$ cat src/sv/gcd_pkg.sv
`default_nettype none

package gcd_pkg;

    // Graph size and derived widths
    localparam int MAX_VERTICES = 16;
    localparam int VW           = $clog2(MAX_VERTICES);      // vertex index
    localparam int CW           = $clog2(MAX_VERTICES + 1);  // vertex count
    localparam int VC_W         = 5;                         // vertex_count register
    localparam int PAW          = 3;
    localparam int PDW          = 32;

    // Register map (word index = paddr[2])
    localparam logic REG_VERTEX_COUNT = 1'b0;

    // Command codes
    localparam logic [1:0] CMD_INSERT = 2'd0;
    localparam logic [1:0] CMD_REMOVE = 2'd1;
    localparam logic [1:0] CMD_CHECK  = 2'd2;

    typedef logic [VW-1:0]           t_vtx;
    typedef logic [CW-1:0]           t_cnt;
    typedef logic [MAX_VERTICES-1:0] t_vset;

    typedef struct packed {
        logic [1:0] command;
        logic [3:0] from_vertex;
        logic [3:0] to_vertex;
    } t_in_item;

    typedef struct packed {
        logic cycle_found;
        logic bad_vertex;
    } t_out_item;

    typedef enum logic [1:0] {
        ST_IDLE,
        ST_ROOT,
        ST_STEP,
        ST_FINISH
    } t_state;

    // Controller -> datapath
    typedef struct packed {
        logic edit_take;   // apply edit (or no-op command) and load its result
        logic chk_init;    // clear walk state for a new check
        logic root_en;     // pick / skip the next root vertex
        logic step_en;     // one neighbor test or pop
        logic fin_load;    // load check result
    } t_dp_cmd;

    // Datapath -> controller
    typedef struct packed {
        logic root_end;    // all roots visited
        logic root_go;     // current root starts a walk
        logic walk_end;    // last frame finished
        logic hit;         // back edge to a vertex on the path
    } t_dp_stat;

endpackage

`default_nettype wire

$ cat src/sv/graph_cycle_detector.sv
// Directed-graph cycle detector over a 16 x 16 adjacency bit matrix.
// Input channel (i_in_valid / o_in_ready / i_in_data): one transaction is an
//   insert edge, remove edge, or cycle check. Output channel (o_out_valid /
//   i_out_ready / o_out_data): exactly one result transaction per input.
// APB port: one register, vertex_count, at byte address 0; pready is tied high.
//   Write it only while the block is idle.
// An edit (or unused command) gives its result in the cycle after it is
//   accepted, and the next item can be taken in the following cycle.
// A check runs a depth-first walk, one neighbor test or one stack pop per cycle
//   through a single adjacency row read, plus a root step for each root vertex.
//   A cycle found ends the walk early.
// Reset (synchronous, active low): no edges, vertex_count = 16, no result held.
// Stall: the result sits in an output register until taken; while it waits,
//   a check can still be accepted, an edit is held off.
`default_nettype none

module graph_cycle_detector (
    input  wire logic                      i_clk,
    input  wire logic                      i_rst_n,
    input  wire logic                      i_in_valid,
    output logic                           o_in_ready,
    input  wire gcd_pkg::t_in_item         i_in_data,
    output logic                           o_out_valid,
    input  wire logic                      i_out_ready,
    output gcd_pkg::t_out_item             o_out_data,
    input  wire logic                      psel,
    input  wire logic                      penable,
    input  wire logic                      pwrite,
    input  wire logic [gcd_pkg::PAW-1:0]   paddr,
    input  wire logic [gcd_pkg::PDW-1:0]   pwdata,
    output logic [gcd_pkg::PDW-1:0]        prdata,
    output logic                           pready
);
    import gcd_pkg::*;

    logic [VC_W-1:0] r_vertex_count;
    t_cnt            active_n;
    logic            reg_sel;
    t_dp_cmd         dp_cmd;
    t_dp_stat        dp_stat;

    assign pready  = 1'b1;
    assign reg_sel = (paddr[2] == REG_VERTEX_COUNT);

    // config register; writes outside the map are dropped
    always_ff @(posedge i_clk) begin
        if (!i_rst_n) begin
            r_vertex_count <= VC_W'(MAX_VERTICES);
        end else if (psel && penable && pwrite && pready && reg_sel) begin
            r_vertex_count <= pwdata[VC_W-1:0];
        end
    end

    assign prdata = reg_sel ? PDW'(r_vertex_count) : '0;

    // active vertex count saturates at the matrix size
    assign active_n = (r_vertex_count > VC_W'(MAX_VERTICES)) ? CW'(MAX_VERTICES)
                                                            : CW'(r_vertex_count);

    gcd_ctrl u_ctrl (
        .i_clk       (i_clk),
        .i_rst_n     (i_rst_n),
        .i_in_valid  (i_in_valid),
        .i_in_cmd    (i_in_data.command),
        .o_in_ready  (o_in_ready),
        .o_out_valid (o_out_valid),
        .i_out_ready (i_out_ready),
        .o_cmd       (dp_cmd),
        .i_stat      (dp_stat)
    );

    gcd_dpath u_dpath (
        .i_clk      (i_clk),
        .i_rst_n    (i_rst_n),
        .i_cmd      (dp_cmd),
        .i_in_data  (i_in_data),
        .i_count    (active_n),
        .o_stat     (dp_stat),
        .o_out_data (o_out_data)
    );

endmodule

`default_nettype wire

$ cat src/sv/gcd_ctrl.sv
`default_nettype none

module gcd_ctrl (
    input  wire logic              i_clk,
    input  wire logic              i_rst_n,
    input  wire logic              i_in_valid,
    input  wire logic [1:0]        i_in_cmd,
    output logic                   o_in_ready,
    output logic                   o_out_valid,
    input  wire logic              i_out_ready,
    output gcd_pkg::t_dp_cmd       o_cmd,
    input  wire gcd_pkg::t_dp_stat i_stat
);
    import gcd_pkg::*;

    t_state r_state, n_state;
    logic   r_out_valid, n_out_valid;
    logic   out_free;
    logic   is_chk;

    assign out_free = !r_out_valid || i_out_ready;
    assign is_chk   = (i_in_cmd == CMD_CHECK);

    always_ff @(posedge i_clk) begin
        if (!i_rst_n) begin
            r_state     <= ST_IDLE;
            r_out_valid <= 1'b0;
        end else begin
            r_state     <= n_state;
            r_out_valid <= n_out_valid;
        end
    end

    always_comb begin
        n_state    = r_state;
        o_cmd      = '0;
        o_in_ready = 1'b0;
        case (r_state)
            ST_IDLE: begin
                // a check does not need the output slot until it finishes
                o_in_ready = is_chk || out_free;
                if (i_in_valid && o_in_ready) begin
                    if (is_chk) begin
                        o_cmd.chk_init = 1'b1;
                        n_state        = ST_ROOT;
                    end else begin
                        o_cmd.edit_take = 1'b1;
                    end
                end
            end
            ST_ROOT: begin
                o_cmd.root_en = 1'b1;
                if (i_stat.root_end) begin
                    n_state = ST_FINISH;
                end else if (i_stat.root_go) begin
                    n_state = ST_STEP;
                end
            end
            ST_STEP: begin
                o_cmd.step_en = 1'b1;
                if (i_stat.hit) begin
                    n_state = ST_FINISH;
                end else if (i_stat.walk_end) begin
                    n_state = ST_ROOT;
                end
            end
            ST_FINISH: begin
                if (out_free) begin
                    o_cmd.fin_load = 1'b1;
                    n_state        = ST_IDLE;
                end
            end
            default: begin
                n_state = ST_IDLE;
            end
        endcase
    end

    always_comb begin
        if (o_cmd.edit_take || o_cmd.fin_load) begin
            n_out_valid = 1'b1;
        end else if (i_out_ready) begin
            n_out_valid = 1'b0;
        end else begin
            n_out_valid = r_out_valid;
        end
    end

    assign o_out_valid = r_out_valid;

endmodule

`default_nettype wire

$ cat src/sv/gcd_dpath.sv
`default_nettype none

module gcd_dpath (
    input  wire logic              i_clk,
    input  wire logic              i_rst_n,
    input  wire gcd_pkg::t_dp_cmd  i_cmd,
    input  wire gcd_pkg::t_in_item i_in_data,
    input  wire gcd_pkg::t_cnt     i_count,
    output gcd_pkg::t_dp_stat      o_stat,
    output gcd_pkg::t_out_item     o_out_data
);
    import gcd_pkg::*;

    // adjacency rows: bit w of row v means edge v->w
    t_vset     r_adj [MAX_VERTICES];
    t_vset     r_done;
    t_vset     r_on_path;
    t_cnt      r_root;
    t_vtx      r_sp;          // saved frames below the current one
    logic      r_found;

    // current frame and saved frames
    t_vtx      r_cur_v;
    t_cnt      r_cur_k;
    t_vtx      r_stk_v [MAX_VERTICES];
    t_cnt      r_stk_k [MAX_VERTICES];

    t_out_item r_out_data;

    t_vtx      root_vtx, k_vtx, from_vtx, to_vtx, sp_m1;
    t_vset     adj_row;
    logic      k_end, edge_bit, can_push, is_edit, bad;

    assign root_vtx = r_root[VW-1:0];
    assign k_vtx    = r_cur_k[VW-1:0];
    assign from_vtx = i_in_data.from_vertex[VW-1:0];
    assign to_vtx   = i_in_data.to_vertex[VW-1:0];
    assign sp_m1    = r_sp - 1'b1;
    assign adj_row  = r_adj[r_cur_v];
    assign k_end    = (r_cur_k >= i_count);
    assign edge_bit = adj_row[k_vtx];
    assign can_push = (r_sp < VW'(MAX_VERTICES - 1));

    assign is_edit  = (i_in_data.command == CMD_INSERT) || (i_in_data.command == CMD_REMOVE);
    assign bad      = (CW'(i_in_data.from_vertex) >= i_count)
                   || (CW'(i_in_data.to_vertex) >= i_count);

    assign o_stat.root_end = (r_root >= i_count);
    assign o_stat.root_go  = !o_stat.root_end && !r_done[root_vtx];
    assign o_stat.walk_end = k_end && (r_sp == '0);
    assign o_stat.hit      = !k_end && edge_bit && r_on_path[k_vtx];

    // edge edits
    always_ff @(posedge i_clk) begin
        if (!i_rst_n) begin
            r_adj <= '{default: '0};
        end else if (i_cmd.edit_take && is_edit && !bad) begin
            r_adj[from_vtx][to_vtx] <= (i_in_data.command == CMD_INSERT);
        end
    end

    // walk control state
    always_ff @(posedge i_clk) begin
        if (!i_rst_n) begin
            r_root    <= '0;
            r_done    <= '0;
            r_on_path <= '0;
            r_sp      <= '0;
            r_found   <= 1'b0;
        end else if (i_cmd.chk_init) begin
            r_root    <= '0;
            r_done    <= '0;
            r_on_path <= '0;
            r_sp      <= '0;
            r_found   <= 1'b0;
        end else if (i_cmd.root_en && !o_stat.root_end) begin
            r_root <= r_root + 1'b1;
            if (o_stat.root_go) begin
                r_on_path[root_vtx] <= 1'b1;
                r_sp                <= '0;
            end
        end else if (i_cmd.step_en) begin
            if (k_end) begin
                r_on_path[r_cur_v] <= 1'b0;
                r_done[r_cur_v]    <= 1'b1;
                if (r_sp != '0) begin
                    r_sp <= sp_m1;
                end
            end else if (edge_bit) begin
                if (r_on_path[k_vtx]) begin
                    r_found <= 1'b1;
                end else if (!r_done[k_vtx] && can_push) begin
                    r_on_path[k_vtx] <= 1'b1;
                    r_sp             <= r_sp + 1'b1;
                end
            end
        end
    end

    // frame payload
    always_ff @(posedge i_clk) begin
        if (i_cmd.root_en && o_stat.root_go) begin
            r_cur_v <= root_vtx;
            r_cur_k <= '0;
        end else if (i_cmd.step_en) begin
            if (k_end) begin
                if (r_sp != '0) begin
                    r_cur_v <= r_stk_v[sp_m1];
                    r_cur_k <= r_stk_k[sp_m1];
                end
            end else begin
                r_cur_k <= r_cur_k + 1'b1;
                if (edge_bit && !r_on_path[k_vtx] && !r_done[k_vtx] && can_push) begin
                    r_stk_v[r_sp] <= r_cur_v;
                    r_stk_k[r_sp] <= r_cur_k + 1'b1;
                    r_cur_v       <= k_vtx;
                    r_cur_k       <= '0;
                end
            end
        end
    end

    // result register
    always_ff @(posedge i_clk) begin
        if (i_cmd.edit_take) begin
            r_out_data.cycle_found <= 1'b0;
            r_out_data.bad_vertex  <= is_edit && bad;
        end else if (i_cmd.fin_load) begin
            r_out_data.cycle_found <= r_found;
            r_out_data.bad_vertex  <= 1'b0;
        end
    end

    assign o_out_data = r_out_data;

endmodule

`default_nettype wire

$ cat config.mk
export PLATFORM = sky130hd
export DESIGN_NAME = graph_cycle_detector
export DESIGN_NICKNAME = d
export VERILOG_FILES = /design/src/sv/gcd_pkg.sv /design/src/sv/graph_cycle_detector.sv /design/src/sv/gcd_ctrl.sv /design/src/sv/gcd_dpath.sv
export SDC_FILE = /design/constraint.sdc
export NUM_CORES = 1
export LEC_CHECK = 0
export BUFFER_PORTS_ARGS = -buffer_cell sky130_fd_sc_hd__buf_2
export CAP_MARGIN = 10
export CORE_ASPECT_RATIO = 0.8
export CORE_MARGIN = 10
export CORE_UTILIZATION = 55
export DETAILED_ROUTE_END_ITERATION = 8
export GPL_TIMING_DRIVEN = 0
export PLACE_DENSITY_LB_ADDON = 0.2
export SYNTH_ARGS = -nofsm -noshare
export SYNTH_HDL_FRONTEND = slang
export SYNTH_HIERARCHICAL = 1
export SYNTH_SLANG_ARGS = --single-unit
$ cat constraint.sdc
create_clock -name i_clk -period 4 [get_ports i_clk]
set_clock_uncertainty 0.05 [all_clocks]
set_input_delay 0.4 -clock i_clk [delete_from_list [all_inputs] [get_ports i_clk]]
set_output_delay 0.4 -clock i_clk [all_outputs]
set_load 0.05 [all_outputs]
Word level (Yosys, flattened, before mapping)
Memory sizes are Yosys's and may differ from the RTL's.
Cells that the tools add are included.
{ "word_totals": {"in_bits": 52, "mem_count": 2, "mem_bits_ro": 0, "latchBits": 0, "wordCells": 203, "regBits": 317, "out_inout_bits": 37, "ram_bits": 144} }
{ "op_classes": {"mul": 0, "bitwise": 11, "eq_ne": 15, "reduce_logical": 53, "add_sub_neg": 4, "magnitude_cmp": 17, "shift": 0, "div": 0, "mux": 73} }
{ "memory_table": {"columns": ["memory", "depth", "word_bits", "read_ports", "rd_ports_with_merged_regs", "write_ports", "line", "source"], "rows": [
  ["u_dpath.r_stk_k", 16, 5, 1, 0, 1, "gcd_dpath.sv:26", "t_cnt r_stk_k [MAX_VERTICES];"],
  ["u_dpath.r_stk_v", 16, 4, 1, 0, 1, "gcd_dpath.sv:25", "t_vtx r_stk_v [MAX_VERTICES];"]
]} }
{ "ops": {"columns": ["op", "count"], "rows": [
  ["$bwmux 256", 1],
  ["$mux 16", 10],
  ["$bmux 16 s4", 1],
  ["$demux 16 s4", 1],
  ["$mux 4", 13],
  ["$or 16x16->16", 3],
  ["$mux 5", 5],
  ["$mux 1", 24],
  ["$logic_and 1x1->1", 22],
  ["$lt 4x5->1 const B", 4],
  ["$mux 2", 9],
  ["$and 16x16->16", 1],
  ["$bmux 1 s4", 4],
  ["$demux 1 s4", 4],
  ["$ge 4x1->1 const B", 4],
  ["$not 16->16", 1],
  ["$reduce_and 5->1", 3],
  ["$add 5x1->5 const B", 2],
  ["$ge 4x5->1", 2],
  ["$ge 5x5->1", 2],
  ["$ge 5x5->1 const B", 2],
  ["$not 4->5", 2],
  ["$ne 3x3->1 const B", 3],
  ["$reduce_bool 3->1", 3],
  ["other kinds (22)", 47]
]} }

Longest topological paths before layout
Gate-level depths: netlist (run 1).
{ "depth": {"ltp_word": 14, "ltp_mapped": 14, "mapped_depth_nobuf": 12} }

Cells and area by module
Netlist (run 1), hierarchy kept.
{ "by_module_without_submodules": {"columns": ["mod", "n_inst", "cells_each", "area_each_um2"], "rows": [
  ["gcd_dpath", 1, 2076, 22494.1],
  ["graph_cycle_detector", 1, 63, 508.0],
  ["gcd_ctrl", 1, 34, 234.0]
]} }

Worst setup path after synthesis (run 1)
OpenSTA, ideal clock, no wires.
{ "synth_path": {"path_kind": "register to register", "start": "register u_dpath.r_cur_k[0]", "end": "memory u_dpath/r_stk_k[10][0] (netlist name), enable pin", "t_arrival_ns": 3.755, "path_stages_with_launch": 13, "setup_slack_ns": -0.179, "synth_period_minus_slack_ns": 4.179, "path_cell_list": "dfxtp_1 buf_2 clkinv_1 ha_1 nand2b_1 a21o_1 a21o_1 a211o_1 nand2_1 o21ai_0 or4_4 or3_4 nor2_1"} }
{ "synth_between": {"elab_chain_cells": 11} }
{ "synth_rtl": {"columns": ["element", "line", "source"], "rows": [
  ["start: declaration", "gcd_dpath.sv:24", "t_cnt r_cur_k;"],
  ["start signal: assignment", "gcd_dpath.sv:109", "r_cur_k <= r_stk_k[sp_m1];"],
  ["start signal: assignment", "gcd_dpath.sv:112", "r_cur_k <= r_cur_k + 1'b1;"],
  ["$bmux 1 s4", "gcd_dpath.sv:113", "if (edge_bit && !r_on_path[k_vtx] && !r_done[k_vtx] && can_push) begin"],
  ["$mux 1 (implied by the code)", "gcd_dpath.sv:113", null],
  ["$logic_not 1->1", "gcd_dpath.sv:113", null],
  ["$logic_and 1x1->1 (3 in a row)", "gcd_dpath.sv:113", null],
  ["$mux 1", "gcd_dpath.sv:113", null],
  ["$mux 1 *", "gcd_dpath.sv:106", "if (k_end) begin"],
  ["$mux 1 *", "gcd_dpath.sv:105", "end else if (i_cmd.step_en) begin"],
  ["$mux 1 *", "gcd_dpath.sv:102", "if (i_cmd.root_en && o_stat.root_go) begin"],
  ["$mux 1 (implied by the code) *", "gcd_dpath.sv:115", "r_stk_k[r_sp] <= r_cur_k + 1'b1;"],
  ["end: declaration", "gcd_dpath.sv:26", null]
]} }
Mark *: on every way between the ends. The rest lies on a longest branch, timed or not. The select of a mux whose other input is x is not followed.

Final worst setup path (run 1)
{ "layout_path": {"start": "register u_dpath.r_cur_v[0]", "end": "memory u_dpath/r_stk_k[11][2] (netlist name), enable pin"} }
{ "layout_between": {"elab_chain_cells": 14} }
{ "layout_rtl": {"columns": ["element", "line", "source"], "rows": [
  ["start: declaration", "gcd_dpath.sv:23", "t_vtx r_cur_v;"],
  ["start signal: assignment", "gcd_dpath.sv:103", "r_cur_v <= root_vtx;"],
  ["start signal: assignment", "gcd_dpath.sv:108", "r_cur_v <= r_stk_v[sp_m1];"],
  ["start signal: assignment", "gcd_dpath.sv:116", "r_cur_v <= k_vtx;"],
  ["$not 4->5 (implied by the code)", "gcd_dpath.sv:39", "assign adj_row = r_adj[r_cur_v];"],
  ["$bmux 16 s4", "gcd_dpath.sv:39", null],
  ["$mux 16 (implied by the code) (2 in a row)", "gcd_dpath.sv:39", null],
  ["$bmux 1 s4", "gcd_dpath.sv:41", "assign edge_bit = adj_row[k_vtx];"],
  ["$mux 1 (implied by the code)", "gcd_dpath.sv:41", null],
  ["$logic_and 1x1->1 (3 in a row)", "gcd_dpath.sv:113", null],
  ["$mux 1", "gcd_dpath.sv:113", null],
  ["$mux 1", "gcd_dpath.sv:106", null],
  ["$mux 1", "gcd_dpath.sv:105", null],
  ["$mux 1", "gcd_dpath.sv:102", null],
  ["$mux 1 (implied by the code)", "gcd_dpath.sv:115", null]
]} }
Every way passes these cells. The select of a mux whose other input is x is not followed.

==> flow_metrics.env, run 1 <==
export IMPL_yosys_warnings=6
export IMPL_min_period_ns=4.00
export IMPL_crit_arrival_ns=4.29
export IMPL_via_count=18000
export IMPL_path_clk_slew_ns=0.06
export IMPL_overflow=0
export IMPL_drv_slew=0
export IMPL_slew_headroom=0.128
export IMPL_reg2reg_from="u_dpath/r_cur_v[0]"
export IMPL_setup_ws_ns=0.000524
export IMPL_ys_async_sr_fraction=0
export IMPL_num_io_pins=89
export IMPL_synth_distinct_cells=83
export IMPL_antenna_found_initial=1
export IMPL_yosys_area_top_type="dfxtp_1"
export IMPL_post_route_period_util=1.00
export IMPL_synth_area_per_cell_um2=10.7
export IMPL_r2r_cells=14
export IMPL_num_antenna_cells=0
export IMPL_wl_per_cell_um=25.3
export IMPL_row_count=67
export IMPL_core_um2=41800
export IMPL_drive_gt1_frac=0.171
export IMPL_hpwl_mm=50.8
export IMPL_hold_slack_ns=0.0180
export IMPL_seq_area_frac_synth=0.461
export IMPL_routed_top_layer="met5"
export IMPL_grtUsageTotal=0.281
export IMPL_irDropWorstVdd_v=0.000397
export IMPL_clock_sinks=461
export IMPL_cts_buffers=48
export IMPL_htreeDepth=2
export IMPL_critPathKind="reg -> reg"
export IMPL_synthTopCellsByArea="dfxtp_1 (27%), edfxtp_1 (19%), mux2i_1 (12%)"
export IMPL_synth_seq_cells=461
export IMPL_clock_path_buffers=3
export IMPL_dieHeight_um=204
export IMPL_critPathRequiredTime_ns=4.29
export IMPL_yosys_area_top_type_share=0.269
export IMPL_clkLatencyLatePin_ns=0.62
export IMPL_synth_cells=2173
export IMPL_synth_area_um2=23200
export IMPL_synth_xor_xnor_area_share=0.00377
export IMPL_met2_length_mm=31.4
export IMPL_synth_ff_type="dfxtp_1"
export IMPL_grt_pass1_wl_mm=110
export IMPL_drt_iter0_markers=2432
export IMPL_cellPowerDensity_nw_per_um2=483
export IMPL_stdcell_area_um2=26800
export IMPL_worstMarginPinSlew_ns=1.30
export IMPL_syn2layout_area_growth_pct=15.5
export IMPL_routed_wirelength_mm=73.9
export IMPL_min_delay_path_class="in -> reg"
export IMPL_initial_utilization=0.555
export IMPL_numPortBuffers=31
export IMPL_synth_common_cells="nand2_1 (317), dfxtp_1 (312), mux2i_1 (270)"
export IMPL_synth_top_family_by_area="multiplexers"
export IMPL_hold_depth=3
export IMPL_holdPathEnd="r_vertex_count[4]"
export IMPL_synth_edf_count=149
export IMPL_cp_end_kind="flop"
export IMPL_synth_most_common_cell="nand2_1"
export IMPL_grt_pass1_vias=17100
export IMPL_setup_violations=0
export IMPL_maxCapViolCount=0
export IMPL_tns_ns=0
export IMPL_gp_congestion=0.992
export IMPL_synthSimpleGateAreaFrac=0.167
export IMPL_final_hold_violation_count=0
export IMPL_pre_cts_slack_ns=-1.21
export IMPL_synth_adder_area_share=0.0167
export IMPL_postRouteAntennaNets=0
export IMPL_wl_met1_mm=31.1
export IMPL_cts_root_buffer="clkbuf_16"
export IMPL_startpoint_type="flop"
export IMPL_fmax_mhz=250
export IMPL_route_met3_wl_mm=9.18
export IMPL_r2r_end="u_dpath/r_stk_k[11][2]"
export IMPL_fp_dieW_um=250
export IMPL_synthMuxAreaShare=0.222
export IMPL_rsz0062_at_grt="yes"
export IMPL_cts_tree="yes"
export IMPL_routed_via_density=6.16
export IMPL_drc=0
export IMPL_first_pass_iters=7
export IMPL_total_power_mw=12.9
export IMPL_fin_nets=2412
export IMPL_outcome="completed"
export IMPL_grt_max_degree=28
export IMPL_rrSetupSlack_ns=0.0005
export IMPL_post_dp_cell_area_um2=24200
export IMPL_synth_compound_area_share=0.0815
export IMPL_p_leak_nw=10.6
export IMPL_path_max_fanout=6
export IMPL_hold_start="pwdata[4]"
export IMPL_die_area_um2=50900
[stage by stage]
stage           util  std cells
2_1_floorplan      -       2207
3_3_place_gp   0.579       2790
3_5_place_dp   0.580       2790
4_1_cts        0.635       2914
5_1_grt        0.641       2921
6_report       0.641       2921
[sequential cells by signal, indices dropped and copies added (netlist names)]
signal,flops
r_vertex_count,5
u_ctrl/o_out_valid,1
u_ctrl/r_state,2
u_dpath/o_out_data,2
u_dpath/r_adj,256
u_dpath/r_cur_k,5
u_dpath/r_cur_v,4
u_dpath/r_done,16
u_dpath/r_found,1
u_dpath/r_on_path,16
u_dpath/r_root,5
u_dpath/r_sp,4
u_dpath/r_stk_k,80
u_dpath/r_stk_v,64
[kinds of logic (layout without fill, tap and decap cells)]
| kind of cell | count (synthesis) | after routing |
|---|---|---|
| AO/OA/AOI/OAI | 270 | 270 |
| XOR/XNOR | 10 | 10 |
| adder cells (fa/ha/maj) | 31 | 31 |
| buffers and inverters | 220 | 380 |
| flip-flops | 461 | 461 |
| multiplexers | 383 | 383 |
| other | 3 | 37 |
| AND/OR/NAND/NOR | 795 | 797 |
[layer usage]
layer	vias to the layer above	GRT usage
met4	2	0.0839
met5	-	0.0200
met1	8822	0.398
met2	1038	0.405
met3	149	0.0835
li1	7981	-
[worst max-delay path, stage by stage (launching register included)]
cell       delay (ns)
edfxtp_1         0.37
buf_6            0.16
buf_12           0.15
buf_16           0.15
buf_12           0.13
buf_4            0.13
mux4_1           0.40
a2111oi_0        0.15
a221oi_2         0.28
o32a_1           0.25
nand3_4          0.10
or4_4            0.48
or3_4            0.50
nor2_4           0.20
clkbuf_16        0.18
[layout make-up]
class	count	area [um2]
fill	3269	15000
multi-input combinational	1528	11900
timing repair buffer	71	653
clock buffer	67	1330
tap	552	691
inverter	25	106
sequential	461	10700
clock inverter	23	275
buffer	194	1130
[worst max-delay path by stage]
stage                                        end          startpoint  cells after the start  slack, ns
after detailed placement   u_dpath/r_stk_v[1][3]  u_dpath/r_cur_v[3]                     13      -1.21
final                     u_dpath/r_stk_k[11][2]  u_dpath/r_cur_v[0]                     14     0.0005
after CTS                  u_dpath/r_on_path[10]   u_dpath/r_root[0]                     14      0.006
after global placement    u_dpath/r_stk_v[13][2]  u_dpath/r_cur_v[2]                     12      -1.51
after global routing      u_dpath/r_stk_k[11][2]  u_dpath/r_cur_v[0]                     14      -0.08
after floorplan           u_dpath/r_stk_k[12][0]  u_dpath/r_cur_k[0]                     11        0.1
[where the power goes]
group          total [mW]  switching (mW)  internal, mW  leakage (nW)
clock                4.61            1.99          2.62         0.786
combinational        3.20            2.05          1.15          5.89
sequential           5.14          0.0745          5.06          3.87
total                12.9            4.12          8.83          10.6
[cells in the final DEF (no fill, tap or decap), types with 11 or more instances in the layout]
master	netlist	routed
a21o_1	17	17
edfxtp_1	149	149
conb_1	3	37
clkbuf_2	1	17
nor2_4	0	21
clkbuf_16	0	49
buf_2	14	37
nand2_1	317	317
a31oi_1	27	26
inv_1	24	24
a22oi_1	11	11
nand3_1	20	20
a21boi_0	32	32
buf_1	12	11
nand2b_1	15	14
mux2i_1	270	268
o21ai_0	65	65
nor2_1	130	107
clkbuf_1	122	118
dfxtp_1	312	311
mux4_2	95	95
buf_12	4	19
o311a_1	17	17
ha_1	31	31
a21oi_1	29	29
nor2b_1	249	247
buf_4	35	56
[repair_timing]
item,in CTS,in global routing
setup endpoints to repair,377,186
hold buffers,4,0
resized for setup,89,36
endpoints found under the hold margin,4,0
buffers inserted,30,5
cloned,1,2
pin swaps,17,14
(Power assumes the default switching activity.)
==> inputs of run 2 (changes only) <==
--- a/config.mk
+++ b/config.mk
@@ -12,6 +12,7 @@
 export CORE_UTILIZATION = 55
 export DETAILED_ROUTE_END_ITERATION = 8
 export GPL_TIMING_DRIVEN = 0
+export MAX_ROUTING_LAYER = met4
 export PLACE_DENSITY_LB_ADDON = 0.2
 export SYNTH_ARGS = -nofsm -noshare
 export SYNTH_HDL_FRONTEND = slang
==> run 2 against run 1 <==
The flow now finishes with violations (setup timing). Via count up 1.1%. Combinational power up 3%. Sequential power about the same. Non-clock buffer count up 11. Clock power down 8.0%. Count of clock-buffer cells in the layout up 5. First-iteration DRC count up 1.7%. Global-route usage up 1.4 points. Die area unchanged. Register-to-register slack worse by 0.05 ns. Routed wire length up 1.9%.
==> flow_metrics.env, run 2 (same netlist as run 1, synthesis figures left out) <==
export IMPL_final_cell_mix="nand2_1 (317), dfxtp_1 (311), mux2i_1 (268)"
export IMPL_crit_start="u_dpath/r_cur_v[0]"
export IMPL_worstMarginPinSlew_ns=1.32
export IMPL_row_count=67
export IMPL_routed_via_density=6.22
export IMPL_fin_nets=2421
export IMPL_wl_per_cell_um=25.7
export IMPL_clock_path_buffers=3
export IMPL_placed_cells=2790
export IMPL_final_hold_violation_count=0
export IMPL_grt_max_degree=28
export IMPL_maxCapViolCount=0
export IMPL_rsz0062_at_grt="yes"
export IMPL_num_io_pins=89
export IMPL_numPortBuffers=31
export IMPL_cts_root_buffer="clkbuf_16"
export IMPL_slew_headroom=0.116
export IMPL_clock_sinks=461
export IMPL_violations="setup timing"
export IMPL_grtUsageTotal=0.295
export IMPL_setup_ws_ns=-0.0490
export IMPL_core_um2=41800
export IMPL_hold_start="pwdata[0]"
export IMPL_postRouteAntennaNets=0
export IMPL_setup_violations=18
export IMPL_gp_congestion=1.00
export IMPL_dieHeight_um=204
export IMPL_cp_end_kind="flop"
export IMPL_fmax_mhz=247
export IMPL_startpoint_type="flop"
export IMPL_antenna_found_initial=0
export IMPL_overflow=0
export IMPL_pre_cts_slack_ns=-1.17
export IMPL_die_area_um2=50900
export IMPL_syn2layout_area_growth_pct=15.4
export IMPL_drc=0
export IMPL_clkLatencyLatePin_ns=0.62
export IMPL_irDropWorstVdd_v=0.000350
export IMPL_outcome="finished with violations"
export IMPL_hpwl_mm=51.7
export IMPL_grt_pass1_vias=17100
export IMPL_crit_arrival_ns=4.33
export IMPL_path_max_fanout=9
export IMPL_post_route_period_util=1.01
export IMPL_first_pass_iters=6
export IMPL_cellPowerDensity_nw_per_um2=473
export IMPL_final_util=0.641
export IMPL_min_period_ns=4.05
export IMPL_grt_pass1_wl_mm=111
export IMPL_htreeDepth=2
export IMPL_final_common_cell="nand2_1"
export IMPL_largest_reg_flops=256
export IMPL_cts_buffers=46
export IMPL_reg2reg_from="u_dpath/r_cur_v[0]"
export IMPL_top_regs="u_dpath/r_adj: 256 flops, u_dpath/r_stk_k: 80 flops, u_dpath/r_stk_v: 64 flops"
export IMPL_path_clk_slew_ns=0.06
export IMPL_initial_utilization=0.555
export IMPL_fin_cells=2926
export IMPL_critPathRequiredTime_ns=4.28
export IMPL_largest_register="u_dpath/r_adj"
export IMPL_via_count=18200
export IMPL_drv_slew=0
export IMPL_drive_gt1_frac=0.171
export IMPL_cts_tree="yes"
export IMPL_critPathKind="reg -> reg"
export IMPL_min_delay_path_class="in -> reg"
export IMPL_drt_iter0_markers=2474
export IMPL_fp_dieW_um=250
export IMPL_p_leak_nw=10.5
export IMPL_fill_cells=3251
export IMPL_routed_wirelength_mm=75.2
==> run 2: power breakdown <==
group / switching, mW / total [mW] / internal (mW)
sequential: 0.0676 / 5.13 / 5.06
combinational: 2.08 / 3.30 / 1.22
clock: 1.92 / 4.24 / 2.32
total: 4.07 / 12.7 / 8.61
==> run 2: critical path, stage by stage (launching register included) <==
cell	delay [ns]
edfxtp_1	0.37
buf_6	0.15
buf_12	0.16
buf_16	0.16
buf_4	0.14
clkbuf_16	0.16
buf_4	0.14
mux4_2	0.21
a22o_1	0.19
a221oi_1	0.07
a21oi_1	0.27
o2bb2a_4	0.19
nand3_4	0.08
or4_4	0.47
buf_12	0.15
or3_4	0.45
nor2_4	0.18
buf_12	0.15
==> run 2: worst paths after layout <==
| path | to | slack [ns] | cells past startpoint |
|---|---|---|---|
| min reg2reg | r_vertex_count[3] | 0.43 | 2 |
| min | r_vertex_count[0] | 0.02 | 3 |
| max reg2reg | u_dpath/r_stk_v[8][3] | -0.05 | 17 |
| max | u_dpath/r_stk_v[8][3] | -0.05 | 17 |
==> run 2: timing repair <==
item | 4_1_cts | 5_1_grt
pin swaps | 20 | 17
hold buffers | 3 | 0
setup endpoints to repair | 385 | 203
gates cloned | 5 | 1
endpoints found under the hold margin | 3 | 0
resized for setup | 112 | 24
setup buffers | 39 | 7
==> run 2: cell type report <==
type / count / area (um2) / area share
antenna: 1 / 2.50 / 0.0000933
sequential: 461 / 10700 / 0.400
tap: 552 / 691 / 0.0258
clock buffer: 72 / 1300 / 0.0484
inverter: 25 / 101 / 0.00378
multi-input combinational: 1528 / 11900 / 0.444
buffer: 194 / 1150 / 0.0430
clock inverter: 11 / 144 / 0.00537
timing repair buffer: 82 / 796 / 0.0297
==> run 2: stage by stage <==
stage,TNS [ns],instance area [um2],hold slack [ns],power [mW]
floorplan,0,23400,0.387,6.95
global placement,-221.20,24200,0.410,7.82
detailed placement,-234.84,24200,0.419,7.86
CTS,-2.23,26600,0.00599,12.5
global route,-3.34,26800,0.0421,13.0
finish,-0.538,26800,0.0198,12.7
==> run 2: per-layer routing <==
layer | wire length (um) | GRT usage | vias to the layer above
li1 | - | - | 7970
met1 | 32200 | 0.411 | 8930
met2 | 32500 | 0.423 | 1109
met3 | 8350 | 0.0679 | 186
met4 | 2240 | 0.0869 | 0
met5 | 0 | - | -
